$ cat src/rtl/tes_pkg.sv
// Shared types and constants for the text encoding sniffer.
package tes_pkg;

    // Result encodings, in the order used on the result channel.
    typedef enum logic [2:0] {
        ENC_UNKNOWN = 3'd0,
        ENC_ANSI    = 3'd1,
        ENC_UTF8    = 3'd2,
        ENC_UTF16LE = 3'd3,
        ENC_UTF16BE = 3'd4,
        ENC_UTF32LE = 3'd5,
        ENC_UTF32BE = 3'd6
    } encoding_t;

    localparam int unsigned BYTE_W   = 8;
    localparam int unsigned HEAD_W   = 32;
    localparam int unsigned COUNT_W  = 3;
    localparam int unsigned PEND_W   = 2;
    localparam int unsigned HDRLEN_W = 3;

    // Byte order marks, first byte in the lowest lane.
    localparam logic [31:0] BOM_UTF32LE = 32'h0000_FEFF;
    localparam logic [31:0] BOM_UTF32BE = 32'hFFFE_0000;
    localparam logic [23:0] BOM_UTF8    = 24'hBF_BBEF;
    localparam logic [15:0] BOM_UTF16BE = 16'hFFFE;
    localparam logic [15:0] BOM_UTF16LE = 16'hFEFF;

    // Lead and continuation byte patterns.
    localparam logic [7:0] CONT_MASK  = 8'hC0;
    localparam logic [7:0] CONT_CODE  = 8'h80;
    localparam logic [7:0] LEAD2_MASK = 8'hE0;
    localparam logic [7:0] LEAD2_CODE = 8'hC0;
    localparam logic [7:0] LEAD3_MASK = 8'hF0;
    localparam logic [7:0] LEAD3_CODE = 8'hE0;
    localparam logic [7:0] LEAD4_MASK = 8'hF8;
    localparam logic [7:0] LEAD4_CODE = 8'hF0;

    // Mark lengths in bytes.
    localparam logic [2:0] LEN_NONE = 3'd0;
    localparam logic [2:0] LEN_2    = 3'd2;
    localparam logic [2:0] LEN_3    = 3'd3;
    localparam logic [2:0] LEN_4    = 3'd4;

endpackage

$ cat src/rtl/tes_if.sv
// Channel interfaces for document bytes and classification results.
interface tes_byte_if;
    logic                         valid;
    logic                         ready;
    logic [tes_pkg::BYTE_W-1:0]   data_byte;
    logic                         last_byte;
    logic                         empty_document;

    modport source (output valid, data_byte, last_byte, empty_document, input ready);
    modport sink   (input valid, data_byte, last_byte, empty_document, output ready);
endinterface

interface tes_result_if;
    logic                          valid;
    logic                          ready;
    tes_pkg::encoding_t            encoding;
    logic [tes_pkg::HDRLEN_W-1:0]  header_length;

    modport source (output valid, encoding, header_length, input ready);
    modport sink   (input valid, encoding, header_length, output ready);
endinterface

$ cat src/rtl/text_encoding_sniffer.sv
// Top level of the text encoding sniffer: mark matching and UTF-8 structure check.
//
//   channel   direction  transaction
//   doc       in         one document byte, last marker, empty-document marker
//   result    out        encoding and byte order mark length, one per document
//
// Each byte is captured in an input register and classified in the next cycle,
// where the running state (first four bytes, count, owed continuations, error
// flag) is updated; one byte per cycle is sustained except during a stall.
// The result register is loaded as the final byte leaves the input register. Reset
// clears the valid flags and document state. A result waiting at the output holds
// the next document-ending byte in the input register; input stalls until taken.
module text_encoding_sniffer (
    input  logic             clk,
    input  logic             rst_n,
    tes_byte_if.sink         doc,
    tes_result_if.source     result
);

    // Input register
    logic                            s1_valid_reg;
    logic [tes_pkg::BYTE_W-1:0]      s1_byte_reg;
    logic                            s1_last_reg;
    logic                            s1_empty_reg;

    // Document state
    logic [tes_pkg::HEAD_W-1:0]      head_reg;
    logic [tes_pkg::HEAD_W-1:0]      head_next;
    logic [tes_pkg::COUNT_W-1:0]     count_reg;
    logic [tes_pkg::COUNT_W-1:0]     count_next;
    logic [tes_pkg::PEND_W-1:0]      pend_reg;
    logic [tes_pkg::PEND_W-1:0]      pend_next;
    logic                            invalid_reg;
    logic                            invalid_next;

    // Result register
    logic                            out_valid_reg;
    tes_pkg::encoding_t              out_enc_reg;
    logic [tes_pkg::HDRLEN_W-1:0]    out_len_reg;

    logic                            s1_has_result;
    logic                            s1_advance;
    tes_pkg::encoding_t              enc_next;
    logic [tes_pkg::HDRLEN_W-1:0]    len_next;

    // Handshake: the input stage moves on unless it holds a result that cannot leave.
    assign s1_has_result = s1_valid_reg && (s1_last_reg || s1_empty_reg);
    assign s1_advance    = s1_valid_reg && (!s1_has_result || !out_valid_reg || result.ready);
    assign doc.ready     = !s1_valid_reg || s1_advance;

    assign result.valid         = out_valid_reg;
    assign result.encoding      = out_enc_reg;
    assign result.header_length = out_len_reg;

    // Capture of the first four bytes, saturating the count at four.
    always_comb
    begin
        head_next  = head_reg;
        count_next = count_reg;
        case (count_reg)
            3'd0:
            begin
                head_next[7:0] = s1_byte_reg;
                count_next     = 3'd1;
            end
            3'd1:
            begin
                head_next[15:8] = s1_byte_reg;
                count_next      = 3'd2;
            end
            3'd2:
            begin
                head_next[23:16] = s1_byte_reg;
                count_next       = 3'd3;
            end
            3'd3:
            begin
                head_next[31:24] = s1_byte_reg;
                count_next       = 3'd4;
            end
            default:
            begin
                head_next  = head_reg;
                count_next = count_reg;
            end
        endcase
    end

    // UTF-8 lead and continuation check.
    always_comb
    begin
        pend_next    = pend_reg;
        invalid_next = invalid_reg;
        if (pend_reg != '0)
        begin
            if ((s1_byte_reg & tes_pkg::CONT_MASK) == tes_pkg::CONT_CODE)
            begin
                pend_next = pend_reg - 2'd1;
            end
            else
            begin
                invalid_next = 1'b1;
            end
        end
        else if (s1_byte_reg[7])
        begin
            if ((s1_byte_reg & tes_pkg::LEAD2_MASK) == tes_pkg::LEAD2_CODE)
            begin
                pend_next = 2'd1;
            end
            else if ((s1_byte_reg & tes_pkg::LEAD3_MASK) == tes_pkg::LEAD3_CODE)
            begin
                pend_next = 2'd2;
            end
            else if ((s1_byte_reg & tes_pkg::LEAD4_MASK) == tes_pkg::LEAD4_CODE)
            begin
                pend_next = 2'd3;
            end
            else
            begin
                invalid_next = 1'b1;
            end
        end
    end

    // Classification at the end of a document, longest mark first.
    always_comb
    begin
        len_next = tes_pkg::LEN_NONE;
        if (s1_empty_reg)
        begin
            enc_next = tes_pkg::ENC_UNKNOWN;
        end
        else if (count_next >= 3'd4 && head_next == tes_pkg::BOM_UTF32LE)
        begin
            enc_next = tes_pkg::ENC_UTF32LE;
            len_next = tes_pkg::LEN_4;
        end
        else if (count_next >= 3'd4 && head_next == tes_pkg::BOM_UTF32BE)
        begin
            enc_next = tes_pkg::ENC_UTF32BE;
            len_next = tes_pkg::LEN_4;
        end
        else if (count_next >= 3'd3 && head_next[23:0] == tes_pkg::BOM_UTF8)
        begin
            enc_next = tes_pkg::ENC_UTF8;
            len_next = tes_pkg::LEN_3;
        end
        else if (count_next >= 3'd2 && head_next[15:0] == tes_pkg::BOM_UTF16BE)
        begin
            enc_next = tes_pkg::ENC_UTF16BE;
            len_next = tes_pkg::LEN_2;
        end
        else if (count_next >= 3'd2 && head_next[15:0] == tes_pkg::BOM_UTF16LE)
        begin
            enc_next = tes_pkg::ENC_UTF16LE;
            len_next = tes_pkg::LEN_2;
        end
        else if (!invalid_next && pend_next == '0)
        begin
            enc_next = tes_pkg::ENC_UTF8;
        end
        else
        begin
            enc_next = tes_pkg::ENC_ANSI;
        end
    end

    // Input register control.
    always_ff @(posedge clk or negedge rst_n)
    begin
        if (!rst_n)
        begin
            s1_valid_reg <= 1'b0;
        end
        else if (doc.ready)
        begin
            s1_valid_reg <= doc.valid;
        end
    end

    // Input register payload.
    always_ff @(posedge clk)
    begin
        if (doc.valid && doc.ready)
        begin
            s1_byte_reg  <= doc.data_byte;
            s1_last_reg  <= doc.last_byte;
            s1_empty_reg <= doc.empty_document;
        end
    end

    // Document state, cleared after every result.
    always_ff @(posedge clk or negedge rst_n)
    begin
        if (!rst_n)
        begin
            head_reg    <= '0;
            count_reg   <= '0;
            pend_reg    <= '0;
            invalid_reg <= 1'b0;
        end
        else if (s1_advance)
        begin
            if (s1_has_result)
            begin
                head_reg    <= '0;
                count_reg   <= '0;
                pend_reg    <= '0;
                invalid_reg <= 1'b0;
            end
            else
            begin
                head_reg    <= head_next;
                count_reg   <= count_next;
                pend_reg    <= pend_next;
                invalid_reg <= invalid_next;
            end
        end
    end

    // Result register control.
    always_ff @(posedge clk or negedge rst_n)
    begin
        if (!rst_n)
        begin
            out_valid_reg <= 1'b0;
        end
        else if (s1_advance && s1_has_result)
        begin
            out_valid_reg <= 1'b1;
        end
        else if (result.ready)
        begin
            out_valid_reg <= 1'b0;
        end
    end

    // Result register payload.
    always_ff @(posedge clk)
    begin
        if (s1_advance && s1_has_result)
        begin
            out_enc_reg <= enc_next;
            out_len_reg <= len_next;
        end
    end

endmodule
$ cat src/flat_wrapper.sv
// flat-port wrapper written by rule: the top's interface ports become plain ports
module text_encoding_sniffer_flat 
  (clk, rst_n, doc_valid, doc_data_byte, doc_last_byte, doc_empty_document, doc_ready, result_valid, result_encoding, result_header_length, result_ready);
  tes_byte_if doc_i ();
  tes_result_if result_i ();
  input  logic clk;
  input  logic rst_n;
  input wire logic [$bits(doc_i.valid)-1:0] doc_valid;
  input wire logic [$bits(doc_i.data_byte)-1:0] doc_data_byte;
  input wire logic [$bits(doc_i.last_byte)-1:0] doc_last_byte;
  input wire logic [$bits(doc_i.empty_document)-1:0] doc_empty_document;
  output wire logic [$bits(doc_i.ready)-1:0] doc_ready;
  output wire logic [$bits(result_i.valid)-1:0] result_valid;
  output wire logic [$bits(result_i.encoding)-1:0] result_encoding;
  output wire logic [$bits(result_i.header_length)-1:0] result_header_length;
  input wire logic [$bits(result_i.ready)-1:0] result_ready;
  assign doc_i.valid = doc_valid;
  assign doc_i.data_byte = doc_data_byte;
  assign doc_i.last_byte = doc_last_byte;
  assign doc_i.empty_document = doc_empty_document;
  assign doc_ready = doc_i.ready;
  assign result_valid = result_i.valid;
  assign result_encoding = result_i.encoding;
  assign result_header_length = result_i.header_length;
  assign result_i.ready = result_ready;
  text_encoding_sniffer u_core (.clk(clk), .rst_n(rst_n), .doc(doc_i), .result(result_i));
endmodule
$ cat config.mk
export PLATFORM = sky130hd
export DESIGN_NAME = text_encoding_sniffer_flat
export DESIGN_NICKNAME = d
export VERILOG_FILES = /design/src/rtl/tes_pkg.sv /design/src/rtl/tes_if.sv /design/src/rtl/text_encoding_sniffer.sv /design/src/flat_wrapper.sv
export SDC_FILE = /design/constraint.sdc
export NUM_CORES = 1
export LEC_CHECK = 0
export BUFFER_PORTS_ARGS = -buffer_cell sky130_fd_sc_hd__buf_2
export CORE_MARGIN = 2
export CORE_UTILIZATION = 46
export CTS_BUF_LIST = sky130_fd_sc_hd__clkbuf_4 sky130_fd_sc_hd__clkbuf_8 sky130_fd_sc_hd__clkbuf_16
export CTS_CLUSTER_SIZE = 14
export DETAILED_ROUTE_END_ITERATION = 8
export PLACE_DENSITY = 0.68
export SLEW_MARGIN = 25
export SYNTH_ARGS = -nofsm -noshare
export SYNTH_HDL_FRONTEND = slang
export SYNTH_SLANG_ARGS = --single-unit
$ cat constraint.sdc
create_clock -name clk -period 8 [get_ports clk]
set_clock_uncertainty 0.2 [all_clocks]
set_input_delay 1.6 -clock clk [delete_from_list [all_inputs] [get_ports clk]]
set_output_delay 1.6 -clock clk [all_outputs]
set_load 0.005 [all_outputs]
==> results.ini <==
[place]
globalplace.congestion = 0.868
post_dp_cell_area_um2 = 2940
dp_hpwl_um = 4230
numPortBuffers = 21

[clocking]
cts-root-buf = clkbuf_8
clkTransAtPathRegs_ns = 0.10
htreeDepth = 2
cts_buffers = 5
cts_setup_buffers = 0
cts_buffer_depth = 2
clkLatencyLatePin_ns = 0.31
cts_tree = built
cts.sinks = 56
hold_buffers = 0
ctsResizeCount = 0

[yosys]
ys_types = 53
syn_avg_cell_area_um2 = 10.9
synth_top_family_by_area = simple AND/OR/NAND/NOR gates
ys_ff_latch = 56
syn_area_um2 = 2830
synthAdderAreaFrac_pct = 0.442
yosysSeqAreaShare_pct = 52.4
synth-xor-area-share_pct = 0.619
synth_flop_cell = dfrtp_1
yosys_warnings = 0
synth-simple-area-share_pct = 20.0
synth-compound-area-share_pct = 18.4
syn_inst = 260
synth_edf_count = 16
synth.mux.area_fraction_pct = 4.42
synth_nets = 275
ys_async_sr_fraction_pct = 71.4

[routing]
wl_met3_um = 337
wl_met1_um = 2910
antenna_left = 0
drc_errors = 0
wl_met2_um = 2890
drt_iter0_markers = 131
via_count = 2098
wirelength_um = 6250
dr.pass1.iters = 5
avgViaCountPerCell = 6.06
wl_per_cell_um = 18.1
highest_layer = met4

[setup_path]
crit_path_end_kind = output pin
reg2reg_from = u_core.count_reg[2]
cp.arrival_ns = 2.32
r2r_cells = 6
worstSetupStartpointType = primary input
crit_required_ns = 6.20
critPathMaxFanout = 5
crit_type = in -> out
crit_start = result_ready
r2r-end = u_core.result.header_length[0]
r2r_setup_slack_ns = 5.08

[final_layout]
final_util_pct = 51.2
drive_above_1_share_pct = 14.0
largest_register_ffs = 32
area_growth_pct = 7.21
fin_area_um2 = 3030
mostFrequentLayoutCells = dfrtp_1 (40), a22o_1 (33), nand2_1 (21)
final_nets = 285
final_common_cell = dfrtp_1
n_antenna_cell = 0

[global_route]
gr-total-overflow = 0
grt_first_pass_wirelength_um = 10500
gr-usage-all-layers_pct = 20.8
grt_pass1_vias = 2020
grt_max_degree = 41
antenna_found_initial = 0

[hold_path]
hold-path-endpoint = u_core.head_reg[22]
hold_class = reg -> reg
min_from = u_core.head_reg[22]
hold_depth = 1

[power_and_ir_drop]
p_leak_nw = 1.32
irDropWorstVdd_mv = 0.127
finalPower_w = 0.000734
power_density_nw_per_um2 = 242

[timing]
finalSetupTns_ns = 0
finalMaxSlewViolations = 0
worstMarginPinSlew_ns = 0.801
min_period_ns = 4.12
maxSlewHeadroom_pct = 46.5
finalSetupViolations = 0
rsz0062_at_grt = false
clock.fmax_mhz = 243
finalHoldViolCount = 0
fin_crit_sh_pct = 51.5

[floorplanning]
die_y_um = 82.4
start_util_pct = 47.8
die_area_um2 = 6790
core_um2 = 5920
rows = 28
ioPinCount = 22
die_w_um = 82.4

[outcome]
status = completed

[flow_run]
maxCapViolations = 0

-- cells in the mapped netlist, types with 7 or more instances --
master / n / area [um2]
dfrtp_1: 40 / 1000
a22o_1: 33 / 289
nand2_1: 21 / 78.8
edfxtp_1: 16 / 480
nor2_1: 16 / 60.1
clkbuf_1: 13 / 48.8
nor3_1: 13 / 65.1
a31oi_1: 7 / 43.8
-- report_power, final --
group / internal, W / switching, W
registers: 0.000326 / 0.0000473
logic: 0.0000942 / 0.000111
clock network: 0.0000644 / 0.0000899
total: 0.000485 / 0.000249
-- stage by stage --
step / std cells / setup slack (ns) / hold slack, ns
2_1_floorplan: 260 / 4.13 / 0.266
3_3_place_gp: 338 / 3.90 / 0.288
3_5_place_dp: 338 / 3.88 / 0.300
4_1_cts: 346 / 3.88 / 0.322
5_1_grt: 346 / 3.82 / 0.347
6_report: 346 / 3.88 / 0.319
-- routing by layer --
layer	vias to the layer above	GRT usage (%)
li1	1010	-
met1	1017	31.6
met2	58	30.1
met3	13	3.80
met4	0	6.17
met5	-	0
-- cell families after synthesis --
| family | count (synthesis) |
|---|---|
| buffers and inverters | 24 |
| adder cells (fa/ha/maj) | 1 |
| XOR/XNOR | 2 |
| AND/OR/NAND/NOR | 99 |
| AO/OA/AOI/OAI | 67 |
| multiplexers | 11 |
| flip-flops | 56 |
-- critical path, stage by stage --
cell,delay (ns)
buf_2,0.09
nand2b_1,0.15
or2_2,0.33
buf_2,0.14
-- how the worst max path moves through the flow --
stage | end | cells after the start
5_1_grt | doc_ready | 4
2_1_floorplan | doc_ready | 2
4_1_cts | doc_ready | 4
3_5_place_dp | doc_ready | 4
6_report | doc_ready | 4
3_3_place_gp | doc_ready | 4
-- final cells by class --
cell class / count / area [um2]
inverters: 6 / 22.5
multi-input cells: 180 / 1240
clock inverters: 2 / 11.3
flip-flops and latches: 56 / 1480
repair buffers: 21 / 108
clock buffers: 6 / 76.3
fillers: 539 / 2890
well taps: 75 / 93.8
Note: power is estimated with default switching activity, not from simulation.
